[config.mk]
export PLATFORM = sky130hd
export DESIGN_NAME = trimmed_mean_ph_filter
export DESIGN_NICKNAME = d
export VERILOG_FILES = /design/src/rtl/core/tmpf_pkg.sv /design/src/rtl/core/trimmed_mean_ph_filter.sv
export SDC_FILE = /design/constraint.sdc
export NUM_CORES = 1
export LEC_CHECK = 0
export BUFFER_PORTS_ARGS = -buffer_cell sky130_fd_sc_hd__buf_2
export CAP_MARGIN = 40
export CORE_AREA = 2 2 198 200
export CTS_CLUSTER_SIZE = 28
export DETAILED_ROUTE_END_ITERATION = 7
export DIE_AREA = 0 0 200 202
export GPL_TIMING_DRIVEN = 0
export PLACE_DENSITY_LB_ADDON = 0.1
export SYNTH_ARGS = -nofsm -noshare
export SYNTH_HDL_FRONTEND = slang
export SYNTH_SLANG_ARGS = --single-unit
[constraint.sdc]
create_clock -name clk -period 11.5 [get_ports clk]
set_input_delay 3.45 -clock clk [delete_from_list [all_inputs] [get_ports clk]]
set_output_delay 3.45 -clock clk [all_outputs]
set_load 0.03 [all_outputs]
[src/rtl/core/tmpf_pkg.sv]
// ----------------------------------------------------------------------------
// tmpf_pkg
// shared types and constants of the trimmed-mean pH filter
// ----------------------------------------------------------------------------
package tmpf_pkg;

	localparam int SAMPLE_W = 12;
	localparam int PH_W     = 12;
	localparam int TSUM_W   = 15;
	localparam int OFFS_W   = 12;
	localparam int CFG_IDX_W = 2;
	localparam int CFG_DATA_W = 12;

	// pH scale: sum * 3.3 * 3.5 * 256 / (4096 * 6) ~ (sum * 31539) >> 18
	localparam int SCALE_W     = 15;
	localparam logic [SCALE_W-1:0] PH_SCALE_MUL = 15'd31539;
	localparam int PH_SCALE_SHIFT = 18;

	localparam logic [PH_W-1:0]   PH_MAX  = 12'd4095;
	localparam logic [TSUM_W-1:0] TSUM_MAX = 15'd32767;

	localparam logic [CFG_IDX_W-1:0] REG_PH_OFFSET     = 2'd0;
	localparam logic [CFG_IDX_W-1:0] REG_PH_HIGH_LIMIT = 2'd1;
	localparam logic [CFG_IDX_W-1:0] REG_PH_LOW_LIMIT  = 2'd2;

	localparam logic [OFFS_W-1:0] PH_OFFSET_RST     = 12'd0;
	localparam logic [PH_W-1:0]   PH_HIGH_LIMIT_RST = 12'd2048;
	localparam logic [PH_W-1:0]   PH_LOW_LIMIT_RST  = 12'd1664;

	typedef enum logic [5:0] {
		S_IDLE  = 6'b000001,
		S_SCAN  = 6'b000010,
		S_PLACE = 6'b000100,
		S_SUM   = 6'b001000,
		S_MUL   = 6'b010000,
		S_FIN   = 6'b100000
	} state_t;

endpackage

[src/rtl/core/trimmed_mean_ph_filter.sv]
// ----------------------------------------------------------------------------
// trimmed_mean_ph_filter
// Collects 12-bit pH probe samples in groups of GROUP_SIZE and, once a group
// is complete, emits one beat: the sum of the middle samples (TRIM_EACH_END
// dropped at each end), that sum scaled to pH in 1/256 units plus the signed
// offset and saturated to 0..4095, and an alarm flag against the limits.
// Samples are kept sorted in a single-port-read buffer: each sample is
// insertion-sorted on arrival. The first sample of a group is written
// directly; any other is placed after a scan over the stored samples above
// it. A new sample is accepted only once the previous one is placed. The
// last sample of a group is followed by a pass over the kept entries (when
// any are kept), a multiply step and a result step, plus any wait for the
// previous result beat to leave. Registers are sampled when the result is
// formed; a new sample is taken while a result beat still waits.
// ----------------------------------------------------------------------------
module trimmed_mean_ph_filter #(
	parameter int GROUP_SIZE    = 10,
	parameter int TRIM_EACH_END = 2
) (
	input  logic                                clk,
	input  logic                                arst_n,
	input  logic                                in_valid,
	output logic                                in_ready,
	input  logic [tmpf_pkg::SAMPLE_W-1:0]       adc_sample,
	output logic                                out_valid,
	input  logic                                out_ready,
	output logic [tmpf_pkg::PH_W-1:0]           ph_value,
	output logic                                ph_alarm,
	output logic [tmpf_pkg::TSUM_W-1:0]         trimmed_sum,
	input  logic                                cfg_valid,
	output logic                                cfg_ready,
	input  logic [tmpf_pkg::CFG_IDX_W-1:0]      cfg_index,
	input  logic [tmpf_pkg::CFG_DATA_W-1:0]     cfg_data
);

	localparam int ADDR_W = $clog2(GROUP_SIZE);
	localparam int CNT_W  = $clog2(GROUP_SIZE + 1);
	localparam int KEEP   = (GROUP_SIZE > 2 * TRIM_EACH_END) ?
		GROUP_SIZE - 2 * TRIM_EACH_END : 0;
	localparam int START  = (KEEP > 0) ? TRIM_EACH_END : 0;
	localparam int STOP   = START + KEEP;
	localparam int SUM_W  = $clog2(GROUP_SIZE * (1 << tmpf_pkg::SAMPLE_W));
	localparam int PROD_W = SUM_W + tmpf_pkg::SCALE_W;
	localparam int PHS_W  = PROD_W - tmpf_pkg::PH_SCALE_SHIFT;
	localparam int SADD_W = PHS_W + 2;

	tmpf_pkg::state_t state_q;

	logic [tmpf_pkg::SAMPLE_W-1:0] mem [GROUP_SIZE];
	logic [tmpf_pkg::SAMPLE_W-1:0] rd_data_q;
	logic [ADDR_W-1:0]             rd_addr;
	logic                          wr_en;
	logic [ADDR_W-1:0]             wr_addr;
	logic [tmpf_pkg::SAMPLE_W-1:0] wr_data;

	logic [ADDR_W-1:0]             count_q;
	logic [ADDR_W-1:0]             pos_q;
	logic [tmpf_pkg::SAMPLE_W-1:0] key_q;
	logic [CNT_W-1:0]              r_q;
	logic                          pend_q;
	logic [SUM_W-1:0]              acc_q;
	logic [PROD_W-1:0]             prod_q;

	logic [tmpf_pkg::OFFS_W-1:0]   offset_q;
	logic [tmpf_pkg::PH_W-1:0]     high_q;
	logic [tmpf_pkg::PH_W-1:0]     low_q;

	logic                          out_valid_q;
	logic [tmpf_pkg::PH_W-1:0]     ph_value_q;
	logic                          ph_alarm_q;
	logic [tmpf_pkg::TSUM_W-1:0]   tsum_q;

	logic                          in_beat;
	logic                          gt;
	logic                          ins_done;
	logic                          group_full;
	logic                          out_free;
	logic [PHS_W-1:0]              ph_shift;
	logic signed [SADD_W-1:0]      ph_sum;
	logic [tmpf_pkg::PH_W-1:0]     ph_sat;
	logic [tmpf_pkg::TSUM_W-1:0]   tsum_sat;

	assign in_ready   = (state_q == tmpf_pkg::S_IDLE);
	assign in_beat    = in_valid && in_ready;
	assign cfg_ready  = 1'b1;
	assign out_free   = !out_valid_q || out_ready;
	assign gt         = rd_data_q > key_q;
	assign group_full = (CNT_W'(count_q) + CNT_W'(1)) == CNT_W'(GROUP_SIZE);

	// buffer port control
	always_comb begin
		rd_addr  = '0;
		wr_en    = 1'b0;
		wr_addr  = '0;
		wr_data  = key_q;
		ins_done = 1'b0;
		unique case (state_q)
			tmpf_pkg::S_IDLE: begin
				if (in_beat) begin
					if (count_q == '0) begin
						wr_en    = 1'b1;
						wr_data  = adc_sample;
						ins_done = 1'b1;
					end else begin
						rd_addr = count_q - ADDR_W'(1);
					end
				end
			end
			tmpf_pkg::S_SCAN: begin
				wr_en   = 1'b1;
				wr_addr = pos_q;
				if (gt) begin
					wr_data = rd_data_q;
					rd_addr = pos_q - ADDR_W'(2);
				end else begin
					ins_done = 1'b1;
				end
			end
			tmpf_pkg::S_PLACE: begin
				wr_en    = 1'b1;
				ins_done = 1'b1;
			end
			tmpf_pkg::S_SUM: begin
				rd_addr = r_q[ADDR_W-1:0];
			end
			tmpf_pkg::S_MUL, tmpf_pkg::S_FIN: begin
			end
			default: begin
			end
		endcase
	end

	// sorted sample buffer
	always_ff @(posedge clk) begin
		if (wr_en) begin
			mem[wr_addr] <= wr_data;
		end
		rd_data_q <= mem[rd_addr];
	end

	// scaling, offset and saturation
	assign ph_shift = prod_q[PROD_W-1:tmpf_pkg::PH_SCALE_SHIFT];
	assign ph_sum   = signed'({2'b00, ph_shift}) +
		SADD_W'(signed'(offset_q));

	always_comb begin
		priority if (ph_sum < 0) begin
			ph_sat = '0;
		end else if (ph_sum > SADD_W'(tmpf_pkg::PH_MAX)) begin
			ph_sat = tmpf_pkg::PH_MAX;
		end else begin
			ph_sat = ph_sum[tmpf_pkg::PH_W-1:0];
		end
	end

	assign tsum_sat = (acc_q > SUM_W'(tmpf_pkg::TSUM_MAX)) ?
		tmpf_pkg::TSUM_MAX : acc_q[tmpf_pkg::TSUM_W-1:0];

	// sequencer
	always_ff @(posedge clk or negedge arst_n) begin
		if (!arst_n) begin
			state_q     <= tmpf_pkg::S_IDLE;
			count_q     <= '0;
			pend_q      <= 1'b0;
			out_valid_q <= 1'b0;
		end else begin
			if (state_q == tmpf_pkg::S_FIN && out_free) begin
				out_valid_q <= 1'b1;
			end else if (out_ready) begin
				out_valid_q <= 1'b0;
			end
			unique case (state_q)
				tmpf_pkg::S_IDLE: begin
					if (in_beat && count_q != '0) begin
						state_q <= tmpf_pkg::S_SCAN;
					end
				end
				tmpf_pkg::S_SCAN: begin
					if (gt && pos_q == ADDR_W'(1)) begin
						state_q <= tmpf_pkg::S_PLACE;
					end
				end
				tmpf_pkg::S_PLACE: begin
				end
				tmpf_pkg::S_SUM: begin
					pend_q <= (r_q < CNT_W'(STOP));
					if (r_q == CNT_W'(STOP) && !pend_q) begin
						state_q <= tmpf_pkg::S_MUL;
					end
				end
				tmpf_pkg::S_MUL: begin
					state_q <= tmpf_pkg::S_FIN;
				end
				tmpf_pkg::S_FIN: begin
					if (out_free) begin
						state_q <= tmpf_pkg::S_IDLE;
					end
				end
				default: begin
					state_q <= tmpf_pkg::S_IDLE;
				end
			endcase
			if (ins_done) begin
				if (group_full) begin
					count_q <= '0;
					pend_q  <= 1'b0;
					state_q <= tmpf_pkg::S_SUM;
				end else begin
					count_q <= count_q + ADDR_W'(1);
					state_q <= tmpf_pkg::S_IDLE;
				end
			end
		end
	end

	// datapath registers
	always_ff @(posedge clk) begin
		if (in_beat) begin
			key_q <= adc_sample;
			pos_q <= count_q;
		end
		if (state_q == tmpf_pkg::S_SCAN && gt) begin
			pos_q <= pos_q - ADDR_W'(1);
		end
		if (ins_done && group_full) begin
			r_q   <= CNT_W'(START);
			acc_q <= '0;
		end
		if (state_q == tmpf_pkg::S_SUM) begin
			if (r_q < CNT_W'(STOP)) begin
				r_q <= r_q + CNT_W'(1);
			end
			if (pend_q) begin
				acc_q <= acc_q + SUM_W'(rd_data_q);
			end
		end
		if (state_q == tmpf_pkg::S_MUL) begin
			prod_q <= PROD_W'(acc_q) * PROD_W'(tmpf_pkg::PH_SCALE_MUL);
		end
		if (state_q == tmpf_pkg::S_FIN && out_free) begin
			ph_value_q <= ph_sat;
			ph_alarm_q <= (ph_sat > high_q) || (ph_sat < low_q);
			tsum_q     <= tsum_sat;
		end
	end

	// configuration registers
	always_ff @(posedge clk or negedge arst_n) begin
		if (!arst_n) begin
			offset_q <= tmpf_pkg::PH_OFFSET_RST;
			high_q   <= tmpf_pkg::PH_HIGH_LIMIT_RST;
			low_q    <= tmpf_pkg::PH_LOW_LIMIT_RST;
		end else if (cfg_valid && cfg_ready) begin
			unique case (cfg_index)
				tmpf_pkg::REG_PH_OFFSET:     offset_q <= cfg_data;
				tmpf_pkg::REG_PH_HIGH_LIMIT: high_q   <= cfg_data;
				tmpf_pkg::REG_PH_LOW_LIMIT:  low_q    <= cfg_data;
				default: begin
				end
			endcase
		end
	end

	assign out_valid   = out_valid_q;
	assign ph_value    = ph_value_q;
	assign ph_alarm    = ph_alarm_q;
	assign trimmed_sum = tsum_q;

endmodule

**Yosys cells after proc, flatten, opt, wreduce, memory -nomap -nowiden**

Memory sizes are Yosys's and may differ from the RTL's. A register that Yosys moved wholly into a read port is not among the register bits.
Cells that the tools add are included.
W data, S select, Z words.

- Memories kept: 1
- Bits in registers: 143
- Input port bits: 31
- Output and inout bits: 31
- Word-level logic and storage cells: 107
- Memory bits (writable): 120

Memories:

| name | words | width | rd ports | clocked after memory_dff | wr ports | RTL line | RTL |
|---|---|---|---|---|---|---|---|
| mem | 10 | 12 | 1 | 1 | 1 | trimmed_mean_ph_filter.sv:49 | `logic [tmpf_pkg::SAMPLE_W-1:0] mem [GROUP_SIZE];` |

- $lt $le $gt $ge: 7
- Eq/ne operators: 16
- $add $sub $neg: 7
- Reductions and logical operators: 21
- Multiplexer cells: 39
- Multiply operators: 1

Operators by type and width:

| cell | number |
|---|---|
| $mux W12 | 5 |
| $mux W16 | 3 |
| $mux W4 | 11 |
| $pmux W6 S6 | 1 |
| $mul A16 B15 Y31 const B | 1 |
| $mux W6 | 5 |
| $gt A12 B12 Y1 | 2 |
| $pmux W12 S2 | 1 |
| $add A16 B12 Y16 | 1 |
| $gt A16 B15 Y1 const B | 1 |
| $add A14 B12 Y15 | 1 |
| $gt A15 B12 Y1 const B | 1 |
| $lt A15 B1 Y1 const B | 1 |
| $lt A12 B12 Y1 | 1 |
| $pmux W4 S3 | 1 |
| $mux W1 | 10 |
| $ne A3 B3 Y1 const B | 3 |
| $add A4 B1 Y4 const B | 2 |
| $eq A4 B4 Y1 const B | 2 |
| $sub A4 B1 Y4 const B | 2 |
| $logic_and A1 B1 Y1 | 7 |
| $eq A6 B1 Y1 const B | 1 |
| $eq A6 B2 Y1 const B | 1 |
| $eq A6 B3 Y1 const B | 1 |
| 21 further kinds | 26 |

**Depth between registers and ports, before layout**

Gate-level depths: netlist of the first run.

- Word-level depth: 8
- Gate-level depth with buffers: 22

**Least setup slack after synthesis of the first run**

OpenSTA, ideal clock, no wires.

- Path type: register -> register
- Start point: register acc_q[1]
- End point: register prod_q[30], data pin
- Stages on the path, launching flop included: 23
- Path buffers: 0
- Required time: 11.238 ns
- Arrival time: 5.973 ns
- Setup time: 0.262 ns
- Setup slack: 5.265 ns
- Period minus slack after synthesis: 6.235 ns
- Path through: dfxtp_1 inv_1 fa_1 inv_1 fa_1 inv_1 fa_1 fa_1 inv_1 fa_1 inv_1 fa_1 inv_1 ha_1 o21ai_0 nor4_1 a211oi_1 a211oi_1 o311a_1 o21a_1 o21a_1 o31ai_1 xnor2_1

- Cells in the longest elaborated chain, start to end: 1

RTL lines:

| what | RTL line | RTL |
|---|---|---|
| start, declared | trimmed_mean_ph_filter.sv:61 | `logic [SUM_W-1:0] acc_q;` |
| start signal, assigned | trimmed_mean_ph_filter.sv:234 | `acc_q <= acc_q + SUM_W'(rd_data_q);` |
| $mul A16 B15 Y31 | trimmed_mean_ph_filter.sv:238 | `prod_q <= PROD_W'(acc_q) * PROD_W'(tmpf_pkg::PH_SCALE_MUL);` |
| end signal, assigned | trimmed_mean_ph_filter.sv:238 |  |
| end, declared | trimmed_mean_ph_filter.sv:62 | `logic [PROD_W-1:0] prod_q;` |

No other way between the ends.
A chain may end at the register's enable or synchronous reset.

**Worst setup path after layout of the first run**

- Start point: register acc_q[2]
- End point: register prod_q[30], data pin

The elaborated chain is that of the path after synthesis.

==> flow_metrics.env, run 1 <==
export IMPL_status="completed"
export IMPL_final_cells=2141
export IMPL_rows=72
export IMPL_path_cells="inv_1 > fa_1 > inv_1 > fa_1 > inv_1 > fa_1 > fa_1 > inv_1 > fa_1 > inv_1 > fa_1 > inv_1 > ha_1 > nand3_1 > nor4_1 > a211oi_1 > a211oi_1 > o311a_1 > o21a_1 > o21a_1 > o31ai_1 > xnor2_1"
export IMPL_synth_seq_cells=257
export IMPL_clock_path_buffers=3
export IMPL_h_tree_depth=1
export IMPL_synthDistinctLibCells=69
export IMPL_dp_cells=2087
export IMPL_hold_viol_final=0
export IMPL_grt_pass1_vias=11400
export IMPL_overflow=0
export IMPL_critPathKind="reg -> reg"
export IMPL_path_depth=22
export IMPL_holdBufCountCts=0
export IMPL_syn2layout_area_growth_pct=12.2
export IMPL_drt_total_wl_mm=39.3
export IMPL_vias=11100
export IMPL_ys_top_cells_by_area="edfxtp_1, ha_1, fa_1"
export IMPL_setup_slack_ns=4.34
export IMPL_finalSetupViolCount=0
export IMPL_root_buffer="clkbuf_16"
export IMPL_grt_usage_pct=20.2
export IMPL_syn_area_per_cell_um2=11.4
export IMPL_finalClockSkew_ns=0.0342
export IMPL_synthesis_area_mm2=0.0170
export IMPL_cp_end_kind="flip-flop"
export IMPL_min_period_over_period_pct=62.2
export IMPL_yosys_area_top_type="edfxtp_1"
export IMPL_ys_top_cells_by_count="inv_1, ha_1, edfxtp_1, nand2_1, fa_1"
export IMPL_fin_tns_setup_ns=0
export IMPL_grt_max_degree=36
export IMPL_clk_pin_slew_worst_paths_ns=0.06
export IMPL_routed_via_density=5.20
export IMPL_wl_per_cell_um=18.4
export IMPL_cts_resized_gates=0
export IMPL_pin_count=62
export IMPL_fin_crit_ns=7.16
export IMPL_drc=0
export IMPL_start_util_pct=44.3
export IMPL_num_nets_final=1931
export IMPL_die_h_um=202
export IMPL_n_antenna_cell=0
export IMPL_timing_fmax_mhz=140
export IMPL_postRouteAntennaNets=0
export IMPL_path_buf_inv=6
export IMPL_rsz0062_at_grt="false"
export IMPL_grt_pass1_wl_mm=63.1
export IMPL_cap_violations=0
export IMPL_place_ws_ns=4.34
export IMPL_async_reset_ff_share_pct=18.7
export IMPL_synthMostInstantiatedCell="inv_1"
export IMPL_cts_made_buffers=29
export IMPL_clock_sinks=257
export IMPL_cts_setup_buffers=0
export IMPL_synth_edf_count=177
export IMPL_portBuffers=60
export IMPL_antenna_found_initial=0
export IMPL_slew_headroom_pct=40.1
export IMPL_postSynthCellCount=1492
export IMPL_path_max_fanout=8
export IMPL_drive_above_1_share_pct=12.0
export IMPL_hold_depth=1
export IMPL_clock_latency_ns=0.58
export IMPL_critPathSlowestCell="dfxtp_1"
export IMPL_yosys_warnings=0
export IMPL_tritoncts="built"
export IMPL_synth_top_area_share_pct=31.3
export IMPL_crit_family="adder cells"
export IMPL_crit_path_max_incr_delay_ns=0.60
export IMPL_die_width_um=200
export IMPL_crit_required_ns=11.81
export IMPL_dieArea_mm2=0.0404
export IMPL_slew_violations=0
export IMPL_start_kind="flip-flop"
export IMPL_max_slew_worst_pin_slew_ns=0.889
export IMPL_worstPathArrival_ns=7.46
export IMPL_first_pass_iters=7
export IMPL_core_area_mm2=0.0383
export IMPL_hpwlAfterDp_mm=30.5
export IMPL_rr_worst_depth=22
export IMPL_gp_congestion=0.818
export IMPL_synth_fp_nets=1823
export IMPL_hp_class="reg -> reg"
export IMPL_reg2reg_slack_ns=4.34
export IMPL_drt_iter0_drc=562
export IMPL_synth_main_ff_cell="edfxtp_1"
export IMPL_seq_area_frac_synth_pct=42.2
area by class of cell:
class,instances,area (um^2)
clock buffers,36,793
well taps,518,648
fillers,3472,19300
flip-flops and latches,257,7160
repair buffers,77,450
inverters,239,897
plain buffers,42,191
multi-input cells,954,8760
clock inverters,18,125
metal layers:
metal / up-vias / global-route usage, % / wire length, um
met5: - / 0 / 0
met4: 0 / 4.74 / 934
met3: 53 / 2.24 / 1420
met2: 194 / 34.2 / 19100
met1: 5445 / 27.9 / 17900
li1: 5434 / - / -
cell families after synthesis:
family | Yosys count | share of synthesized area, %
and+or+nand+nor | 301 | 8.67
adders and majority gates | 300 | 26.6
buffers and inverters | 281 | 6.42
AOI/OAI and AO/OA | 261 | 10.7
DFF | 257 | 42.2
muxes | 54 | 3.44
xor gates and xnor gates | 37 | 1.91
other | 1 | 0.0221
path summary, 6_finish.rpt:
kind / start / end
worst min-delay path: low_q[3]$_DFFE_PN0P_ / low_q[3]$_DFFE_PN0P_
min in group asynchronous: arst_n / high_q[8]$_DFFE_PN0P_
worst max-delay path: acc_q[2]$_DFF_P_ / prod_q[30]$_DFFE_PN_
worst min register to register: low_q[3]$_DFFE_PN0P_ / low_q[3]$_DFFE_PN0P_
worst max register to register: acc_q[2]$_DFF_P_ / prod_q[30]$_DFFE_PN_
max in group asynchronous: arst_n / low_q[7]$_DFFE_PN1P_
registers in the layout, indices dropped and copies added (netlist names), 13 cells and up:
name and flops:
acc_q 16, mem 120, prod_q 13, trimmed_sum 15
per-stage QoR:
step / area (um^2) / hold slack, ns / utilization, %
final: 19000 / 0.505 / 49.7
after detailed placement: 18100 / 0.493 / 47.3
after floorplan: 17000 / 0.468 / -
after CTS: 19000 / 0.506 / 49.7
after global routing: 19000 / 0.522 / 49.7
after global placement: 17900 / 0.488 / 46.8
cell usage in the layout (no fill, tap or decap), types with 5 or more instances in the layout:
master | netlist | routed
a211oi_1 | 32 | 32
a21boi_0 | 25 | 25
a21o_1 | 19 | 19
a21oi_1 | 38 | 38
a221o_1 | 14 | 14
a32oi_1 | 11 | 11
and3_1 | 16 | 16
buf_2 | 9 | 71
buf_4 | 1 | 12
clkbuf_1 | 28 | 32
clkbuf_16 | 0 | 30
clkinv_1 | 0 | 5
clkinv_2 | 0 | 10
dfrtp_1 | 43 | 43
dfstp_2 | 5 | 5
dfxtp_1 | 32 | 32
edfxtp_1 | 177 | 177
fa_1 | 101 | 101
ha_1 | 199 | 199
inv_1 | 239 | 239
mux2_2 | 34 | 34
mux2i_1 | 20 | 20
nand2_1 | 103 | 103
nand2b_1 | 14 | 14
nand3_1 | 30 | 30
nand4_1 | 14 | 14
nor2_1 | 48 | 48
nor2b_1 | 9 | 8
nor3_1 | 30 | 26
o21a_1 | 25 | 25
o21ai_0 | 56 | 55
or2_2 | 6 | 6
xnor2_1 | 26 | 26
xor2_1 | 11 | 11
Power of run 1 is left out: the tool's default activity adds up to more than one toggle a clock period on the data nets, which glitch-free logic cannot reach.
==> run 2: changes to the inputs <==
Settings changed: ABC_AREA from default to 1, CORE_AREA 2 2 198 200 to 2 2 202 204, DIE_AREA 0 0 200 202 to 0 0 204 206.
Clock period 11.5 ns to 6.4 ns, I/O delays scaled along.
==> flow_metrics.env, run 2 <==
export IMPL_hold_worst_slack_ns=0.471
export IMPL_n_antenna_cell=0
export IMPL_fin_crit_ns=6.05
export IMPL_finalClockSkew_ns=0.00866
export IMPL_design_area_mm2=0.0200
export IMPL_drc=0
export IMPL_fin_tns_setup_ns=0
export IMPL_final_cell_mix="nand2_1, inv_1, ha_1, edfxtp_1, fa_1"
export IMPL_rsz0062_at_grt="false"
export IMPL_postSynthCellCount=1860
export IMPL_ys_top_cells_by_area="edfxtp_1, ha_1, fa_1"
export IMPL_hold_viol_final=0
export IMPL_synth_top_area_share_pct=30.0
export IMPL_crit_required_ns=6.71
export IMPL_gp_congestion=0.873
export IMPL_die_h_um=206
export IMPL_placed_area_mm2=0.0189
export IMPL_yosys_warnings=0
export IMPL_synthesis_area_mm2=0.0177
export IMPL_start_kind="flip-flop"
export IMPL_drt_total_wl_mm=42.7
export IMPL_h_tree_depth=1
export IMPL_postRouteAntennaNets=0
export IMPL_grt_pass1_wl_mm=68.7
export IMPL_reg2reg_from="acc_q[6]$_DFF_P_"
export IMPL_cts_setup_buffers=0
export IMPL_setup_slack_ns=0.352
export IMPL_hp_start="mem[9][9]$_DFFE_PP_"
export IMPL_hpwlAfterDp_mm=34.1
export IMPL_cp_end_kind="flip-flop"
export IMPL_timing_fmax_mhz=165
export IMPL_synthMostInstantiatedCell="nand2_1"
export IMPL_synth_edf_count=177
export IMPL_drt_iter0_drc=547
export IMPL_hp_class="reg -> reg"
export IMPL_dieArea_mm2=0.0420
export IMPL_clock_latency_ns=0.56
export IMPL_start_util_pct=44.1
export IMPL_synth_fp_nets=2191
export IMPL_place_ws_ns=0.188
export IMPL_yosys_area_top_type="edfxtp_1"
export IMPL_largest_reg_flops=120
export IMPL_synth_seq_cells=257
export IMPL_grt_pass1_vias=12900
export IMPL_portBuffers=60
export IMPL_slew_violations=0
export IMPL_seq_area_frac_synth_pct=40.4
export IMPL_multi_input_area_mm2=0.00896
export IMPL_final_seq_area_mm2=0.00717
export IMPL_cap_violations=0
export IMPL_hold_depth=2
export IMPL_worstPathArrival_ns=6.36
export IMPL_syn2layout_area_growth_pct=12.6
export IMPL_grt_usage_pct=21.0
export IMPL_top_register="mem"
export IMPL_path_max_fanout=7
export IMPL_synthDistinctLibCells=58
export IMPL_clock_sinks=257
export IMPL_async_reset_ff_share_pct=18.7
export IMPL_grt_max_degree=27
export IMPL_clk_pin_slew_worst_paths_ns=0.06
export IMPL_ys_top_cells_by_count="nand2_1, inv_1, ha_1, edfxtp_1, fa_1"
export IMPL_syn_area_per_cell_um2=9.52
export IMPL_rr_worst_depth=19
export IMPL_root_buffer="clkbuf_16"
export IMPL_core_area_mm2=0.0402
export IMPL_rows=74
export IMPL_finalSetupViolCount=0
export IMPL_reg2reg_slack_ns=0.35
export IMPL_routed_via_density=5.01
export IMPL_synth_main_ff_cell="edfxtp_1"
export IMPL_pin_count=62
export IMPL_vias=12700
export IMPL_holdBufCountCts=0
export IMPL_num_nets_final=2305
export IMPL_drive_above_1_share_pct=10.2
export IMPL_status="completed"
export IMPL_cts_made_buffers=30
export IMPL_final_common_cell="nand2_1"
export IMPL_cp_startpoint="acc_q[6]$_DFF_P_"
export IMPL_overflow=0
export IMPL_wl_per_cell_um=16.9
export IMPL_max_slew_worst_pin_slew_ns=0.869
export IMPL_antenna_found_initial=0
export IMPL_critPathKind="reg -> reg"
export IMPL_tritoncts="built"
export IMPL_die_width_um=204
export IMPL_clock_path_buffers=3
export IMPL_first_pass_iters=5
export IMPL_cts_resized_gates=0
export IMPL_fill_cells=3843
export IMPL_slew_headroom_pct=41.3
export IMPL_min_period_over_period_pct=94.5
## run 2: cell types whose count changed after synthesis, moves of 20 or more
cell | before | now
nor2_1 | 48 | 68
inv_1 | 239 | 360
a211oi_1 | 32 | 1
mux2_2 | 34 | 0
nand3_1 | 30 | 74
o21ai_0 | 56 | 97
mux2i_1 | 20 | 0
a21boi_0 | 25 | 0
nand2_1 | 103 | 390
o21a_1 | 25 | 5
a21oi_1 | 38 | 76
## run 2: final timing paths
path                                     endpoint
min reg2reg                  rd_data_q[9]$_DFF_P_
min                          rd_data_q[9]$_DFF_P_
max                          prod_q[28]$_DFFE_PN_
max reg2reg                  prod_q[28]$_DFFE_PN_
min in group asynchronous   high_q[9]$_DFFE_PN0P_
max in group asynchronous  state_q[0]$_DFFE_PN1P_
## run 2: logic make-up after synthesis
family	Yosys count	synth area share [%]
flip-flops	257	40.4
buffers and inverters	403	9.11
XOR/XNOR	39	1.93
AND/OR/NAND/NOR	597	14.5
AO/OA/AOI/OAI	263	8.57
adder cells (fa/ha/maj)	300	25.5
other	1	0.0212
## run 2: through the flow
step                      utilization, %  instances
after floorplan                        -       1860
after global placement              46.5       2452
after detailed placement            47.1       2474
after CTS                           49.6       2529
after global routing                49.6       2529
final                               49.6       2529
## run 2: area by class of cell
type,instances,area share (%)
Clock inverter,16,1.05
Clock buffer,39,4.09
Multi-Input combinational cell,1200,44.9
Tap cell,532,3.34
Timing Repair Buffer,82,2.59
Inverter,369,6.95
Buffer,34,1.14
Sequential cell,257,35.9
## run 2: worst max-delay path, stage by stage, from the launching register on
cell     delay, ns
dfxtp_1       0.67
inv_1         0.32
fa_1          0.55
inv_1         0.05
fa_1          0.52
inv_1         0.05
fa_1          0.50
fa_1          0.54
inv_1         0.05
fa_1          0.50
ha_1          0.32
ha_1          0.38
nand2_1       0.12
nor4_1        0.44
nand4_1       0.15
nand3_1       0.18
nand3_1       0.08
nand2_1       0.11
a21oi_1       0.09
xor2_1        0.15
## run 2: routing by layer
metal  share of wire, %  global-route usage, %  up-vias
li1                   -                      -     6309
met2                 50                   37.9      202
met1                 44                   26.4     6093
met4                2.8                   6.50        0
met3                3.5                   2.48       76
met5                  0                      0        -
Power of run 2 is left out for the same reason.
==> run 3: changes to the inputs <==
Settings changed: CORE_AREA 2 2 202 204 to 2 2 192 194, DIE_AREA 0 0 204 206 to 0 0 194 196, HOLD_SLACK_MARGIN from default to 0.08.
Clock period 6.4 ns to 5.8 ns, I/O delays scaled along.
==> flow_metrics.env, run 3 (synthesized netlist as in run 2, its figures left out) <==
export IMPL_status="completed"
export IMPL_final_cell_mix="nand2_1, inv_1, ha_1, edfxtp_1, fa_1"
export IMPL_slew_violations=0
export IMPL_grt_pass1_vias=12900
export IMPL_min_period_over_period_pct=95.9
export IMPL_clock_sinks=257
export IMPL_critPathSlowestCell="fa_1"
export IMPL_postRouteAntennaNets=0
export IMPL_tritoncts="built"
export IMPL_crit_path_max_incr_delay_ns=0.55
export IMPL_num_nets_final=2309
export IMPL_final_util_pct=55.1
export IMPL_wl_per_cell_um=16.7
export IMPL_drt_total_wl_mm=41.1
export IMPL_finalClockSkew_ns=0.0227
export IMPL_grt_pass1_wl_mm=66.9
export IMPL_slew_headroom_pct=37.2
export IMPL_grt_usage_pct=22.2
export IMPL_hp_class="reg -> reg"
export IMPL_hp_start="mem[9][5]$_DFFE_PP_"
export IMPL_rows=70
export IMPL_die_h_um=196
export IMPL_clk_pin_slew_worst_paths_ns=0.06
export IMPL_portBuffers=60
export IMPL_final_common_cell="nand2_1"
export IMPL_path_max_fanout=4
export IMPL_antenna_found_initial=0
export IMPL_fin_crit_ns=5.57
export IMPL_drive_above_1_share_pct=11.3
export IMPL_clock_path_buffers=3
export IMPL_finalSetupViolCount=0
export IMPL_path_cells="clkinvlp_4 > fa_1 > inv_1 > fa_1 > inv_1 > fa_1 > fa_1 > inv_1 > fa_1 > inv_1 > fa_1 > inv_1 > ha_4 > a21oi_1 > inv_1 > a31oi_1 > nor3_1 > nor2_1 > nand3_2 > nand3_1 > nand2_1 > a21oi_2 > xor2_1"
export IMPL_timing_fmax_mhz=180
export IMPL_pin_count=62
export IMPL_reg2reg_from="acc_q[1]$_DFF_P_"
export IMPL_n_antenna_cell=0
export IMPL_cts_made_buffers=28
export IMPL_first_pass_iters=5
export IMPL_routed_via_density=5.15
export IMPL_drt_iter0_drc=694
export IMPL_cap_violations=0
export IMPL_drc=0
export IMPL_place_ws_ns=-0.351
export IMPL_critPathKind="reg -> reg"
export IMPL_start_kind="flip-flop"
export IMPL_crit_required_ns=6.10
export IMPL_h_tree_depth=1
export IMPL_die_width_um=194
export IMPL_dieArea_mm2=0.0380
export IMPL_overflow=0
export IMPL_holdBufCountCts=0
export IMPL_start_util_pct=49.1
export IMPL_core_area_mm2=0.0361
export IMPL_max_slew_worst_pin_slew_ns=0.938
export IMPL_hold_viol_final=0
export IMPL_gp_congestion=0.869
export IMPL_grt_max_degree=38
export IMPL_clock_latency_ns=0.58
export IMPL_top_register="mem"
export IMPL_cp_end_kind="flip-flop"
export IMPL_setup_slack_ns=0.235
export IMPL_cp_startpoint="acc_q[1]$_DFF_P_"
export IMPL_root_buffer="clkbuf_16"
export IMPL_vias=12700
export IMPL_largest_reg_flops=120
export IMPL_syn2layout_area_growth_pct=12.3
export IMPL_hpwlAfterDp_mm=32.7
export IMPL_worstPathArrival_ns=5.87
==> run 3: repair_timing <==
action | 4_1_cts | 5_1_grt
hold endpoints to repair | 0 | 0
buffers inserted | 3 | 11
resized for setup | 15 | 24
pin swaps | 0 | 2
setup endpoints to repair | 10 | 8
==> run 3: final cells by class <==
type                            instances  area (um^2)
Buffer                                 34          228
Clock buffer                           35          737
Clock inverter                         15          123
Fill cell                            3265        16200
Inverter                              369         1410
Multi-Input combinational cell       1200         9050
Sequential cell                       257         7190
Tap cell                              468          586
Timing Repair Buffer                   88          566
==> run 3: final timing paths <==
| path | end | slack (ns) | cells after the start |
|---|---|---|---|
| min reg2reg | rd_data_q[5]$_DFF_P_ | 0.47 | 2 |
| max in group asynchronous | state_q[0]$_DFFE_PN1P_ | 4.18 | 2 |
| max | prod_q[28]$_DFFE_PN_ | 0.23 | 23 |
| min | rd_data_q[5]$_DFF_P_ | 0.47 | 2 |
| max reg2reg | prod_q[28]$_DFFE_PN_ | 0.23 | 23 |
| min in group asynchronous | low_q[11]$_DFFE_PN0P_ | 1.05 | 1 |
==> run 3: routing by layer <==
metal,global-route usage [%],wire length [um],vias to the layer above
li1,-,-,6322
met1,30.0,18600,6020
met2,37.6,19600,282
met3,2.99,1950,64
met4,6.14,1020,0
met5,0,0,-
==> run 3: critical path, delay by kind of cell (launching register included) <==
family | cells | cell delay (ns)
xor+xnor | 1 | 0.09
buf+inv | 7 | 0.49
fa+ha+maj | 7 | 3.42
flops | 1 | 0.37
simple gates | 5 | 0.49
compound gates | 3 | 0.44
==> run 3: per-stage QoR <==
stage                     TNS [ns]  hold WS, ns  instances  cell area, um^2
after floorplan                  0        0.442       1860            17700
after global placement       -1.58        0.453       2388            18600
after detailed placement     -1.64        0.457       2402            18800
after CTS                        0        0.471       2455            19700
after global routing       -0.0124        0.499       2466            19900
final                            0        0.474       2466            19900
Power of run 3 is left out for the same reason.
